`src/hw/rtl/rpnsa_pkg.sv`:
```
// rpnsa_pkg: shared types and constants for the four-level rpn stack alu
// no dependencies; used by the interfaces, the alu, the top level and the checker

package rpnsa_pkg;

  // default configuration, handed down through the top level parameters
  localparam int unsigned STACK_DEPTH_DEF = 4;
  localparam int unsigned DATA_WIDTH_DEF  = 32;

  // fixed field widths of the channels
  localparam int unsigned VALUE_W    = 32;
  localparam int unsigned OP_W       = 8;
  localparam int unsigned STATUS_W   = 2;
  localparam int unsigned OUT_LEVELS = 4;

  // item kinds
  localparam logic KIND_PUSH = 1'b0;
  localparam logic KIND_OPER = 1'b1;

  // operator bytes (ascii)
  localparam logic [OP_W-1:0] OP_PLUS   = 8'h2B;
  localparam logic [OP_W-1:0] OP_MINUS  = 8'h2D;
  localparam logic [OP_W-1:0] OP_TIMES  = 8'h2A;
  localparam logic [OP_W-1:0] OP_DIVIDE = 8'h2F;

  typedef enum logic [STATUS_W-1:0] {
    ST_OK    = 2'd0,
    ST_DIV0  = 2'd1,
    ST_BADOP = 2'd2
  } status_e;

  typedef enum logic [1:0] {
    ALU_ADD,
    ALU_SUB,
    ALU_MUL,
    ALU_DIV
  } alu_op_e;

  typedef enum logic [2:0] {
    ALU_IDLE,
    ALU_NEG_N,
    ALU_NEG_D,
    ALU_MUL_RUN,
    ALU_DIV_RUN,
    ALU_FIX
  } alu_state_e;

  typedef enum logic [1:0] {
    TOP_IDLE,
    TOP_RUN,
    TOP_DONE
  } top_state_e;

  typedef struct packed {
    logic    start;
    alu_op_e op;
  } alu_req_t;

endpackage

```
`src/hw/rtl/rpnsa_in_if.sv`:
```
// rpnsa_in_if: input item channel (valid/ready plus push or operate payload)
// depends on rpnsa_pkg for field widths

interface rpnsa_in_if;
  logic                                valid;
  logic                                ready;
  logic                                kind;
  logic signed [rpnsa_pkg::VALUE_W-1:0] push_value;
  logic [rpnsa_pkg::OP_W-1:0]          op_char;

  modport source (output valid, kind, push_value, op_char, input ready);
  modport sink   (input valid, kind, push_value, op_char, output ready);
endinterface

```
`src/hw/rtl/rpnsa_out_if.sv`:
```
// rpnsa_out_if: result channel (valid/ready plus four stack levels and status)
// depends on rpnsa_pkg for field widths

interface rpnsa_out_if;
  logic                                 valid;
  logic                                 ready;
  logic signed [rpnsa_pkg::VALUE_W-1:0] level_x;
  logic signed [rpnsa_pkg::VALUE_W-1:0] level_y;
  logic signed [rpnsa_pkg::VALUE_W-1:0] level_z;
  logic signed [rpnsa_pkg::VALUE_W-1:0] level_t;
  logic [rpnsa_pkg::STATUS_W-1:0]       status;

  modport source (output valid, level_x, level_y, level_z, level_t, status, input ready);
  modport sink   (input valid, level_x, level_y, level_z, level_t, status, output ready);
endinterface

```
`src/hw/rtl/rpnsa_alu.sv`:
```
// rpnsa_alu: iterative integer alu around one shared adder
// add/sub in one pass, shift-add multiply and restoring signed divide bit by bit
// depends on rpnsa_pkg

module rpnsa_alu #(
  parameter int unsigned DATA_WIDTH = rpnsa_pkg::DATA_WIDTH_DEF
) (
  input  logic                  clk_i,
  input  logic                  rst_ni,
  input  rpnsa_pkg::alu_req_t   req_i,
  input  logic [DATA_WIDTH-1:0] opa_i,
  input  logic [DATA_WIDTH-1:0] opb_i,
  output logic                  done_o,
  output logic [DATA_WIDTH-1:0] result_o
);

  localparam int unsigned AW    = DATA_WIDTH + 2;
  localparam int unsigned CNT_W = $clog2(DATA_WIDTH);

  rpnsa_pkg::alu_state_e state_q, state_d;
  rpnsa_pkg::alu_op_e    op_q, op_d;
  logic [DATA_WIDTH-1:0] acc_q, acc_d;
  logic [DATA_WIDTH-1:0] dvs_q, dvs_d;   // multiplicand or divisor
  logic [DATA_WIDTH-1:0] shf_q, shf_d;   // multiplier or dividend, then quotient
  logic [CNT_W-1:0]      cnt_q, cnt_d;
  logic                  neg_q, neg_d;
  logic                  done_q, done_d;

  logic [AW-1:0] add_a, add_b, add_sum;
  logic          add_sub;
  logic          qbit;

  // the one adder that every operation goes through
  assign add_sum = add_a + (add_sub ? ~add_b : add_b) + AW'(add_sub);
  assign qbit    = ~add_sum[AW-1];

  always_comb begin
    add_a   = '0;
    add_b   = '0;
    add_sub = 1'b1;
    unique case (state_q)
      rpnsa_pkg::ALU_IDLE: begin
        add_a   = {2'b00, opa_i};
        add_b   = {2'b00, opb_i};
        add_sub = (req_i.op == rpnsa_pkg::ALU_SUB);
      end
      rpnsa_pkg::ALU_NEG_N: add_b = {2'b00, shf_q};
      rpnsa_pkg::ALU_NEG_D: add_b = {2'b00, dvs_q};
      rpnsa_pkg::ALU_MUL_RUN: begin
        add_a   = {2'b00, acc_q};
        add_b   = shf_q[0] ? {2'b00, dvs_q} : '0;
        add_sub = 1'b0;
      end
      rpnsa_pkg::ALU_DIV_RUN: begin
        // trial subtract of the divisor from the partial remainder
        add_a = {1'b0, acc_q, shf_q[DATA_WIDTH-1]};
        add_b = {2'b00, dvs_q};
      end
      rpnsa_pkg::ALU_FIX: add_b = {2'b00, shf_q};
      default: ;
    endcase
  end

  always_comb begin
    state_d = state_q;
    op_d    = op_q;
    acc_d   = acc_q;
    dvs_d   = dvs_q;
    shf_d   = shf_q;
    cnt_d   = cnt_q;
    neg_d   = neg_q;
    done_d  = 1'b0;
    unique case (state_q)
      rpnsa_pkg::ALU_IDLE: begin
        if (req_i.start) begin
          op_d  = req_i.op;
          cnt_d = CNT_W'(DATA_WIDTH - 1);
          unique case (req_i.op)
            rpnsa_pkg::ALU_ADD, rpnsa_pkg::ALU_SUB: begin
              acc_d  = add_sum[DATA_WIDTH-1:0];
              done_d = 1'b1;
            end
            rpnsa_pkg::ALU_MUL: begin
              acc_d   = '0;
              dvs_d   = opa_i;
              shf_d   = opb_i;
              state_d = rpnsa_pkg::ALU_MUL_RUN;
            end
            rpnsa_pkg::ALU_DIV: begin
              acc_d   = '0;
              shf_d   = opa_i;
              dvs_d   = opb_i;
              neg_d   = opa_i[DATA_WIDTH-1] ^ opb_i[DATA_WIDTH-1];
              state_d = rpnsa_pkg::ALU_NEG_N;
            end
            default: ;
          endcase
        end
      end
      rpnsa_pkg::ALU_NEG_N: begin
        if (shf_q[DATA_WIDTH-1]) shf_d = add_sum[DATA_WIDTH-1:0];
        state_d = rpnsa_pkg::ALU_NEG_D;
      end
      rpnsa_pkg::ALU_NEG_D: begin
        if (dvs_q[DATA_WIDTH-1]) dvs_d = add_sum[DATA_WIDTH-1:0];
        state_d = rpnsa_pkg::ALU_DIV_RUN;
      end
      rpnsa_pkg::ALU_MUL_RUN: begin
        acc_d = add_sum[DATA_WIDTH-1:0];
        dvs_d = {dvs_q[DATA_WIDTH-2:0], 1'b0};
        shf_d = {1'b0, shf_q[DATA_WIDTH-1:1]};
        cnt_d = cnt_q - CNT_W'(1);
        if (cnt_q == '0) begin
          done_d  = 1'b1;
          state_d = rpnsa_pkg::ALU_IDLE;
        end
      end
      rpnsa_pkg::ALU_DIV_RUN: begin
        acc_d = qbit ? add_sum[DATA_WIDTH-1:0] : {acc_q[DATA_WIDTH-2:0], shf_q[DATA_WIDTH-1]};
        shf_d = {shf_q[DATA_WIDTH-2:0], qbit};
        cnt_d = cnt_q - CNT_W'(1);
        if (cnt_q == '0) state_d = rpnsa_pkg::ALU_FIX;
      end
      rpnsa_pkg::ALU_FIX: begin
        if (neg_q) shf_d = add_sum[DATA_WIDTH-1:0];
        done_d  = 1'b1;
        state_d = rpnsa_pkg::ALU_IDLE;
      end
      default: state_d = rpnsa_pkg::ALU_IDLE;
    endcase
  end

  always_ff @(posedge clk_i or negedge rst_ni) begin
    if (!rst_ni) begin
      state_q <= rpnsa_pkg::ALU_IDLE;
      op_q    <= rpnsa_pkg::ALU_ADD;
      cnt_q   <= '0;
      neg_q   <= 1'b0;
      done_q  <= 1'b0;
    end else begin
      state_q <= state_d;
      op_q    <= op_d;
      cnt_q   <= cnt_d;
      neg_q   <= neg_d;
      done_q  <= done_d;
    end
  end

  always_ff @(posedge clk_i) begin
    acc_q <= acc_d;
    dvs_q <= dvs_d;
    shf_q <= shf_d;
  end

  assign done_o   = done_q;
  assign result_o = (op_q == rpnsa_pkg::ALU_DIV) ? shf_q : acc_q;

endmodule

```
`src/hw/rtl/rpn_four_level_stack_alu_unit.sv`:
```
// rpn_four_level_stack_alu_unit: rpn stack of signed words with an integer alu
// depends on rpnsa_pkg, rpnsa_in_if, rpnsa_out_if and rpnsa_alu
//
//   channel   dir  handshake     payload
//   in_ch_i   in   valid/ready   kind, push_value, op_char
//   out_ch_o  out  valid/ready   level_x, level_y, level_z, level_t, status
//
// one item at a time; in_ch_i.ready is high only while the sequencer is idle
// push and errors skip the alu; add/sub, multiply and divide wait in the run state for it
// multiply and divide go through the shared adder, one bit a cycle
// a finished result waits in the sequencer while the output register is still held
// asynchronous active-low reset clears the stack to zero and empties the output

module rpn_four_level_stack_alu_unit #(
  parameter int unsigned STACK_DEPTH = rpnsa_pkg::STACK_DEPTH_DEF,
  parameter int unsigned DATA_WIDTH  = rpnsa_pkg::DATA_WIDTH_DEF
) (
  input  logic          clk_i,
  input  logic          rst_ni,
  rpnsa_in_if.sink      in_ch_i,
  rpnsa_out_if.source   out_ch_o
);

  localparam int unsigned VW = rpnsa_pkg::VALUE_W;
  localparam int unsigned NL = rpnsa_pkg::OUT_LEVELS;

  rpnsa_pkg::top_state_e state_q, state_d;
  rpnsa_pkg::status_e    status_q, status_d;
  rpnsa_pkg::status_e    out_status_q;
  rpnsa_pkg::alu_req_t   alu_req;

  logic                  kind_q, kind_d;
  logic                  apply_q, apply_d;
  logic [DATA_WIDTH-1:0] push_q, push_d;
  logic [DATA_WIDTH-1:0] push_ext;
  logic [DATA_WIDTH-1:0] stk_q [STACK_DEPTH];
  logic [DATA_WIDTH-1:0] stk_d [STACK_DEPTH];
  logic [VW-1:0]         lvl_fit [NL];
  logic [VW-1:0]         out_lvl_q [NL];
  logic                  out_valid_q;
  logic                  alu_done;
  logic [DATA_WIDTH-1:0] alu_res;
  logic                  in_ready, in_fire, out_free, commit;

  assign in_ready = (state_q == rpnsa_pkg::TOP_IDLE);
  assign in_fire  = in_ch_i.valid && in_ready;
  assign out_free = !out_valid_q || out_ch_o.ready;
  assign commit   = (state_q == rpnsa_pkg::TOP_DONE) && out_free;

  // sign-extend the 32-bit push value to a wider word, or cut it to a narrower one
  if (DATA_WIDTH <= VW) begin : g_push_cut
    assign push_ext = in_ch_i.push_value[DATA_WIDTH-1:0];
  end else begin : g_push_ext
    assign push_ext = {{(DATA_WIDTH-VW){in_ch_i.push_value[VW-1]}}, in_ch_i.push_value};
  end

  rpnsa_alu #(
    .DATA_WIDTH(DATA_WIDTH)
  ) u_alu (
    .clk_i   (clk_i),
    .rst_ni  (rst_ni),
    .req_i   (alu_req),
    .opa_i   (stk_q[1]),
    .opb_i   (stk_q[0]),
    .done_o  (alu_done),
    .result_o(alu_res)
  );

  // sequencer: decode, run the alu, wait for the output slot
  always_comb begin
    state_d  = state_q;
    status_d = status_q;
    apply_d  = apply_q;
    kind_d   = kind_q;
    push_d   = push_q;
    alu_req  = '{start: 1'b0, op: rpnsa_pkg::ALU_ADD};
    unique case (state_q)
      rpnsa_pkg::TOP_IDLE: begin
        if (in_fire) begin
          kind_d = in_ch_i.kind;
          push_d = push_ext;
          if (in_ch_i.kind == rpnsa_pkg::KIND_PUSH) begin
            status_d = rpnsa_pkg::ST_OK;
            apply_d  = 1'b1;
            state_d  = rpnsa_pkg::TOP_DONE;
          end else begin
            status_d = rpnsa_pkg::ST_OK;
            apply_d  = 1'b1;
            state_d  = rpnsa_pkg::TOP_RUN;
            alu_req.start = 1'b1;
            case (in_ch_i.op_char)
              rpnsa_pkg::OP_PLUS:  alu_req.op = rpnsa_pkg::ALU_ADD;
              rpnsa_pkg::OP_MINUS: alu_req.op = rpnsa_pkg::ALU_SUB;
              rpnsa_pkg::OP_TIMES: alu_req.op = rpnsa_pkg::ALU_MUL;
              rpnsa_pkg::OP_DIVIDE: begin
                alu_req.op = rpnsa_pkg::ALU_DIV;
                if (stk_q[0] == '0) begin
                  alu_req.start = 1'b0;
                  status_d      = rpnsa_pkg::ST_DIV0;
                  apply_d       = 1'b0;
                  state_d       = rpnsa_pkg::TOP_DONE;
                end
              end
              default: begin
                alu_req.start = 1'b0;
                status_d      = rpnsa_pkg::ST_BADOP;
                apply_d       = 1'b0;
                state_d       = rpnsa_pkg::TOP_DONE;
              end
            endcase
          end
        end
      end
      rpnsa_pkg::TOP_RUN: begin
        if (alu_done) state_d = rpnsa_pkg::TOP_DONE;
      end
      rpnsa_pkg::TOP_DONE: begin
        if (out_free) state_d = rpnsa_pkg::TOP_IDLE;
      end
      default: state_d = rpnsa_pkg::TOP_IDLE;
    endcase
  end

  // lift on push, drop on a good operate
  always_comb begin
    for (int i = 0; i < STACK_DEPTH; i++) stk_d[i] = stk_q[i];
    if (commit && apply_q) begin
      if (kind_q == rpnsa_pkg::KIND_PUSH) begin
        for (int i = 1; i < STACK_DEPTH; i++) stk_d[i] = stk_q[i-1];
        stk_d[0] = push_q;
      end else begin
        for (int i = 1; i < STACK_DEPTH - 1; i++) stk_d[i] = stk_q[i+1];
        stk_d[STACK_DEPTH-1] = '0;
        stk_d[0]             = alu_res;
      end
    end
  end

  for (genvar j = 0; j < NL; j++) begin : g_lvl
    if (j < STACK_DEPTH) begin : g_have
      if (DATA_WIDTH >= VW) begin : g_cut
        assign lvl_fit[j] = stk_d[j][VW-1:0];
      end else begin : g_zext
        assign lvl_fit[j] = {{(VW-DATA_WIDTH){1'b0}}, stk_d[j]};
      end
    end else begin : g_none
      assign lvl_fit[j] = '0;
    end
  end

  always_ff @(posedge clk_i or negedge rst_ni) begin
    if (!rst_ni) begin
      state_q     <= rpnsa_pkg::TOP_IDLE;
      status_q    <= rpnsa_pkg::ST_OK;
      apply_q     <= 1'b0;
      kind_q      <= rpnsa_pkg::KIND_PUSH;
      out_valid_q <= 1'b0;
      for (int i = 0; i < STACK_DEPTH; i++) stk_q[i] <= '0;
    end else begin
      state_q  <= state_d;
      status_q <= status_d;
      apply_q  <= apply_d;
      kind_q   <= kind_d;
      for (int i = 0; i < STACK_DEPTH; i++) stk_q[i] <= stk_d[i];
      if (commit) begin
        out_valid_q <= 1'b1;
      end else if (out_ch_o.ready) begin
        out_valid_q <= 1'b0;
      end
    end
  end

  always_ff @(posedge clk_i) begin
    push_q <= push_d;
    if (commit) begin
      out_status_q <= status_q;
      for (int j = 0; j < NL; j++) out_lvl_q[j] <= lvl_fit[j];
    end
  end

  assign in_ch_i.ready    = in_ready;
  assign out_ch_o.valid   = out_valid_q;
  assign out_ch_o.level_x = out_lvl_q[0];
  assign out_ch_o.level_y = out_lvl_q[1];
  assign out_ch_o.level_z = out_lvl_q[2];
  assign out_ch_o.level_t = out_lvl_q[3];
  assign out_ch_o.status  = out_status_q;

endmodule

```
`src/flat_wrapper.sv`:
```
// flat-port wrapper written by rule: the top's interface ports become plain ports
module rpn_four_level_stack_alu_unit_flat 
#(
  parameter int unsigned STACK_DEPTH = rpnsa_pkg::STACK_DEPTH_DEF,
  parameter int unsigned DATA_WIDTH  = rpnsa_pkg::DATA_WIDTH_DEF
)
  (clk_i, rst_ni, in_ch_i_valid, in_ch_i_kind, in_ch_i_push_value, in_ch_i_op_char, in_ch_i_ready, out_ch_o_valid, out_ch_o_level_x, out_ch_o_level_y, out_ch_o_level_z, out_ch_o_level_t, out_ch_o_status, out_ch_o_ready);
  rpnsa_in_if in_ch_i_i ();
  rpnsa_out_if out_ch_o_i ();
  input  logic clk_i;
  input  logic rst_ni;
  input wire logic [$bits(in_ch_i_i.valid)-1:0] in_ch_i_valid;
  input wire logic [$bits(in_ch_i_i.kind)-1:0] in_ch_i_kind;
  input wire logic [$bits(in_ch_i_i.push_value)-1:0] in_ch_i_push_value;
  input wire logic [$bits(in_ch_i_i.op_char)-1:0] in_ch_i_op_char;
  output wire logic [$bits(in_ch_i_i.ready)-1:0] in_ch_i_ready;
  output wire logic [$bits(out_ch_o_i.valid)-1:0] out_ch_o_valid;
  output wire logic [$bits(out_ch_o_i.level_x)-1:0] out_ch_o_level_x;
  output wire logic [$bits(out_ch_o_i.level_y)-1:0] out_ch_o_level_y;
  output wire logic [$bits(out_ch_o_i.level_z)-1:0] out_ch_o_level_z;
  output wire logic [$bits(out_ch_o_i.level_t)-1:0] out_ch_o_level_t;
  output wire logic [$bits(out_ch_o_i.status)-1:0] out_ch_o_status;
  input wire logic [$bits(out_ch_o_i.ready)-1:0] out_ch_o_ready;
  assign in_ch_i_i.valid = in_ch_i_valid;
  assign in_ch_i_i.kind = in_ch_i_kind;
  assign in_ch_i_i.push_value = in_ch_i_push_value;
  assign in_ch_i_i.op_char = in_ch_i_op_char;
  assign in_ch_i_ready = in_ch_i_i.ready;
  assign out_ch_o_valid = out_ch_o_i.valid;
  assign out_ch_o_level_x = out_ch_o_i.level_x;
  assign out_ch_o_level_y = out_ch_o_i.level_y;
  assign out_ch_o_level_z = out_ch_o_i.level_z;
  assign out_ch_o_level_t = out_ch_o_i.level_t;
  assign out_ch_o_status = out_ch_o_i.status;
  assign out_ch_o_i.ready = out_ch_o_ready;
  rpn_four_level_stack_alu_unit #(.STACK_DEPTH(STACK_DEPTH), .DATA_WIDTH(DATA_WIDTH)) u_core (.clk_i(clk_i), .rst_ni(rst_ni), .in_ch_i(in_ch_i_i), .out_ch_o(out_ch_o_i));
endmodule
```
`config.mk`:
```
export PLATFORM = sky130hd
export DESIGN_NAME = rpn_four_level_stack_alu_unit_flat
export DESIGN_NICKNAME = d
export VERILOG_FILES = /design/src/hw/rtl/rpnsa_pkg.sv /design/src/hw/rtl/rpnsa_in_if.sv /design/src/hw/rtl/rpnsa_out_if.sv /design/src/hw/rtl/rpnsa_alu.sv /design/src/hw/rtl/rpn_four_level_stack_alu_unit.sv /design/src/flat_wrapper.sv
export SDC_FILE = /design/constraint.sdc
export NUM_CORES = 1
export LEC_CHECK = 0
export BUFFER_PORTS_ARGS = -buffer_cell sky130_fd_sc_hd__buf_2
export CORE_MARGIN = 2
export CORE_UTILIZATION = 50
export CTS_CLUSTER_SIZE = 30
export DETAILED_ROUTE_END_ITERATION = 7
export GPL_ROUTABILITY_DRIVEN = 0
export MAX_ROUTING_LAYER = met4
export PLACE_DENSITY = 0.69
export SYNTH_ARGS = -nofsm -noshare
export SYNTH_HDL_FRONTEND = slang
export SYNTH_SLANG_ARGS = --single-unit
```
`constraint.sdc`:
```
create_clock -name clk_i -period 16.7 [get_ports clk_i]
set_input_delay 3.34 -clock clk_i [delete_from_list [all_inputs] [get_ports clk_i]]
set_output_delay 3.34 -clock clk_i [all_outputs]
set_load 0.005 [all_outputs]
```
==> summary.txt <==
Status - complete, but fails checks
Failing checks - design-rule violations
Fraction of layout cells with a size suffix above 1 - 0.140
Clock skew - 0.0351 ns
IO Port Bufs - 176
Post-synthesis sequential area ratio - 0.560
Yosys top cell by area - edfxtp_1
# setup viols final - 0
Crit path arrival time - 8.95 ns
Largest family of logic cells by synthesized area - compound AO/OA/AOI/OAI gates
Crit path to - u_core.u_alu.acc_q[15]
Hold-fix buffer count after cts - 0
Total Wirelength - 61.8 mm
Core Rows - 74
Starting Density - 0.503
First-pass GRT wire length - 93.2 mm
Post-synthesis simple-gate area fraction - 0.126
Worst vdd ir - 76.0 uV
Slew @ Worst Pin - 1.29 ns
CTS root buf - clkbuf_16
Pin count of the biggest net entering global routing - 123
Top-level I/O count - 177
Nets - 2136
Post-synth top area share - 0.379
Most frequent cells in the layout - nand2_1, edfxtp_1, o21ai_0
Post-CTS Setup Bufs - 0
Die ar. - 42500 sq um
Die Y - 206 um
Period utilisation layout - 0.511
Mean Syn Cell Area - 10.5 sq um
# DRC - 14
Worst-Skew Late Latency - 0.57 ns
Setup TNS - 0 ns
Initial antenna violation count - 0
Synth top area cells - edfxtp_1, dfrtp_1, nand2_1
CP max FO - 36
Setup CP Type - primary input to flop
Initial DRC Count - 2322
Clock tree buffer depth - 3
Library cells used by synthesis - 73
Reg-to-reg startpoint - u_core.u_alu.state_q[2]
Pwr Density - 176 nW/um^2
Final Hold Slack - 0.453 ns
Synthesis-to-layout area growth - 13.0%
Vias in the first global route - 16.0k
XOR/XNOR Fraction of Synth Area - 0.0270
CTS tree - done
CP startpoint kind - primary input
Post-synth ARST share - 0.363
DR vias - 16.8k
Yosys warnings - 0
Cts bufs inserted - 40
R2R Setup Slk - 10.39 ns
Mapped Area - 20400 sq um
Crit. End Element - flop
HPWL Detailed - 41.3 mm
Fin area - 23100 sq um
Core area - 40600 sq um
Drt wl/cell - 23.6 um
Clk slew on worst S/H paths - 0.06 ns
Mux contribution to synthesized area - 0.0520
H-tree depth - 2
GR Overflow Total - 0
R2R Path End - u_core.u_alu.acc_q[15]
Static leakage - 0.00904 uW
Post-synth EDFFs - 258
Ant. Diodes - 0
Critical path origin - in_ch_i_op_char[4]
Post_cts resized - 0
Num Clock Sinks - 405
Required time worst endpoint - 17.11 ns
Utilization after layout - 0.569
Fmax - 117 MHz
Total power - 4050 uW
Max-slew headroom - 0.141
Reg2Reg Depth - 17
Post-DP Area - 21700 sq um
Gate Count Post-Synth - 1943
Die width - 206 um
Synth Area in Adders - 0.0218
Yosys reg bits - 405
Total GRT Usage - 0.295
Max-Cap Viols - 0
RSZ-0062 raised after global routing - no
Compound-Gate Fraction of Synth Area - 0.181
Fin. Hold Viols - 0
Drt via density - 6.43
Dominant synthesized flop cell - edfxtp_1
Syn Nets - 2023
Commonest non-fill, non-tap cell in the layout - nand2_1
Drt first pass iters - 8
Worst Hold Class - flop to flop
Crit path time final - 8.54 ns
Slew Limit Fails - 0
Antenna Nets Post-Route - 0
## critical path, stage by stage
cell     delay [ns]
buf_2          0.10
nor4b_1        0.51
nand4_1        0.29
o21ai_1        0.22
nand2_2        0.60
xor2_1         0.38
ha_1           0.39
a21oi_1        0.22
o21ai_0        0.19
or4_1          0.55
a311o_1        0.36
nand2_2        0.11
o21ai_2        0.09
a31oi_2        0.28
and2_1         0.99
a22o_1         0.27
## sequential cells by signal, summed over array words and instances (netlist names)
name                    count
u_core.status_q             2
u_core.u_alu.op_q           2
u_core.u_alu.done_o         1
u_core.u_alu.shf_q         32
u_core.u_alu.acc_q         32
u_core.push_q              32
u_core.out_lvl_q          128
u_core.out_ch_o.status      2
u_core.state_q              2
u_core.u_alu.cnt_q          5
u_core.u_alu.dvs_q         32
u_core.apply_q              1
u_core.out_ch_o.valid       1
u_core.u_alu.state_q        3
u_core.u_alu.neg_q          1
u_core.stk_q              128
u_core.kind_q               1
## cells in the mapped netlist (3+ instances only)
master,count
a221o_1,11
o21bai_1,8
nor3_1,11
or3_1,3
nand4_1,10
clkbuf_1,119
xnor2_1,20
nor4_1,8
and2_1,7
o31ai_1,3
buf_1,10
or2_1,3
o22ai_1,23
ha_1,34
a31oi_1,24
nand3_1,46
o21ai_1,24
o21ai_0,214
a32oi_1,13
a211o_1,5
mux2i_1,105
a21oi_1,95
o2bb2ai_1,12
nor4b_1,3
a221oi_1,23
xor2_1,43
nor2b_1,6
edfxtp_1,258
nand2b_1,42
o21a_1,8
dfrtp_1,147
nand2_1,383
o221ai_1,3
and3_1,11
buf_2,4
buf_4,3
a222oi_1,31
or4_1,3
inv_1,38
nor2_1,39
a21o_1,16
a211oi_1,6
a22o_1,18
o211ai_1,14
## routing by layer
layer	vias up	GRT usage	share of wire
met4	0	0.117	0.041
met1	8159	0.409	0.42
met2	1056	0.426	0.44
met3	209	0.0582	0.10
met5	-	-	0
li1	7421	-	-
## per-stage QoR
step                cells  setup WS [ns]
detailed placement   2546           7.70
CTS                  2620           8.25
global placement     2546           7.81
global route         2620           7.82
floorplan            1943           5.89
finish               2620           8.16
## layout make-up
type	instances	area [sq um]
Timing Repair Buffer	207	1120
Multi-Input combinational cell	1364	8370
Clock buffer	53	1130
Sequential cell	405	11400
Clock inverter	21	198
Inverter	38	143
Fill cell	3372	17500
Tap cell	532	666
## worst min path at each step
stage                         from                         to  slack [ns]  cells after the start
3_5_place_dp    u_core.status_q[1]  u_core.out_ch_o.status[1]        0.46                      0
5_1_grt        u_core.u_alu.done_o          u_core.state_q[0]        0.46                      1
4_1_cts        u_core.u_alu.done_o          u_core.state_q[0]        0.45                      1
6_report       u_core.u_alu.done_o          u_core.state_q[0]        0.45                      1
2_1_floorplan   u_core.status_q[0]  u_core.out_ch_o.status[0]        0.42                      0
3_3_place_gp   u_core.u_alu.done_o          u_core.state_q[0]        0.45                      1
## kinds of logic (layout without fill, tap and decap cells)
logic type,count (synthesis),count (layout)
AND/OR/NAND/NOR,584,584
adder cells (fa/ha/maj),35,35
flip-flops,405,405
AO/OA/AOI/OAI,576,576
XOR/XNOR,63,63
multiplexers,106,106
buffers and inverters,174,319
## power by group
| part | switching (uW) | internal (uW) |
|---|---|---|
| logic | 847 | 585 |
| registers | 292 | 1410 |
| clock network | 394 | 527 |
| total | 1530 | 2520 |
Power figures use the tool's default switching activity.
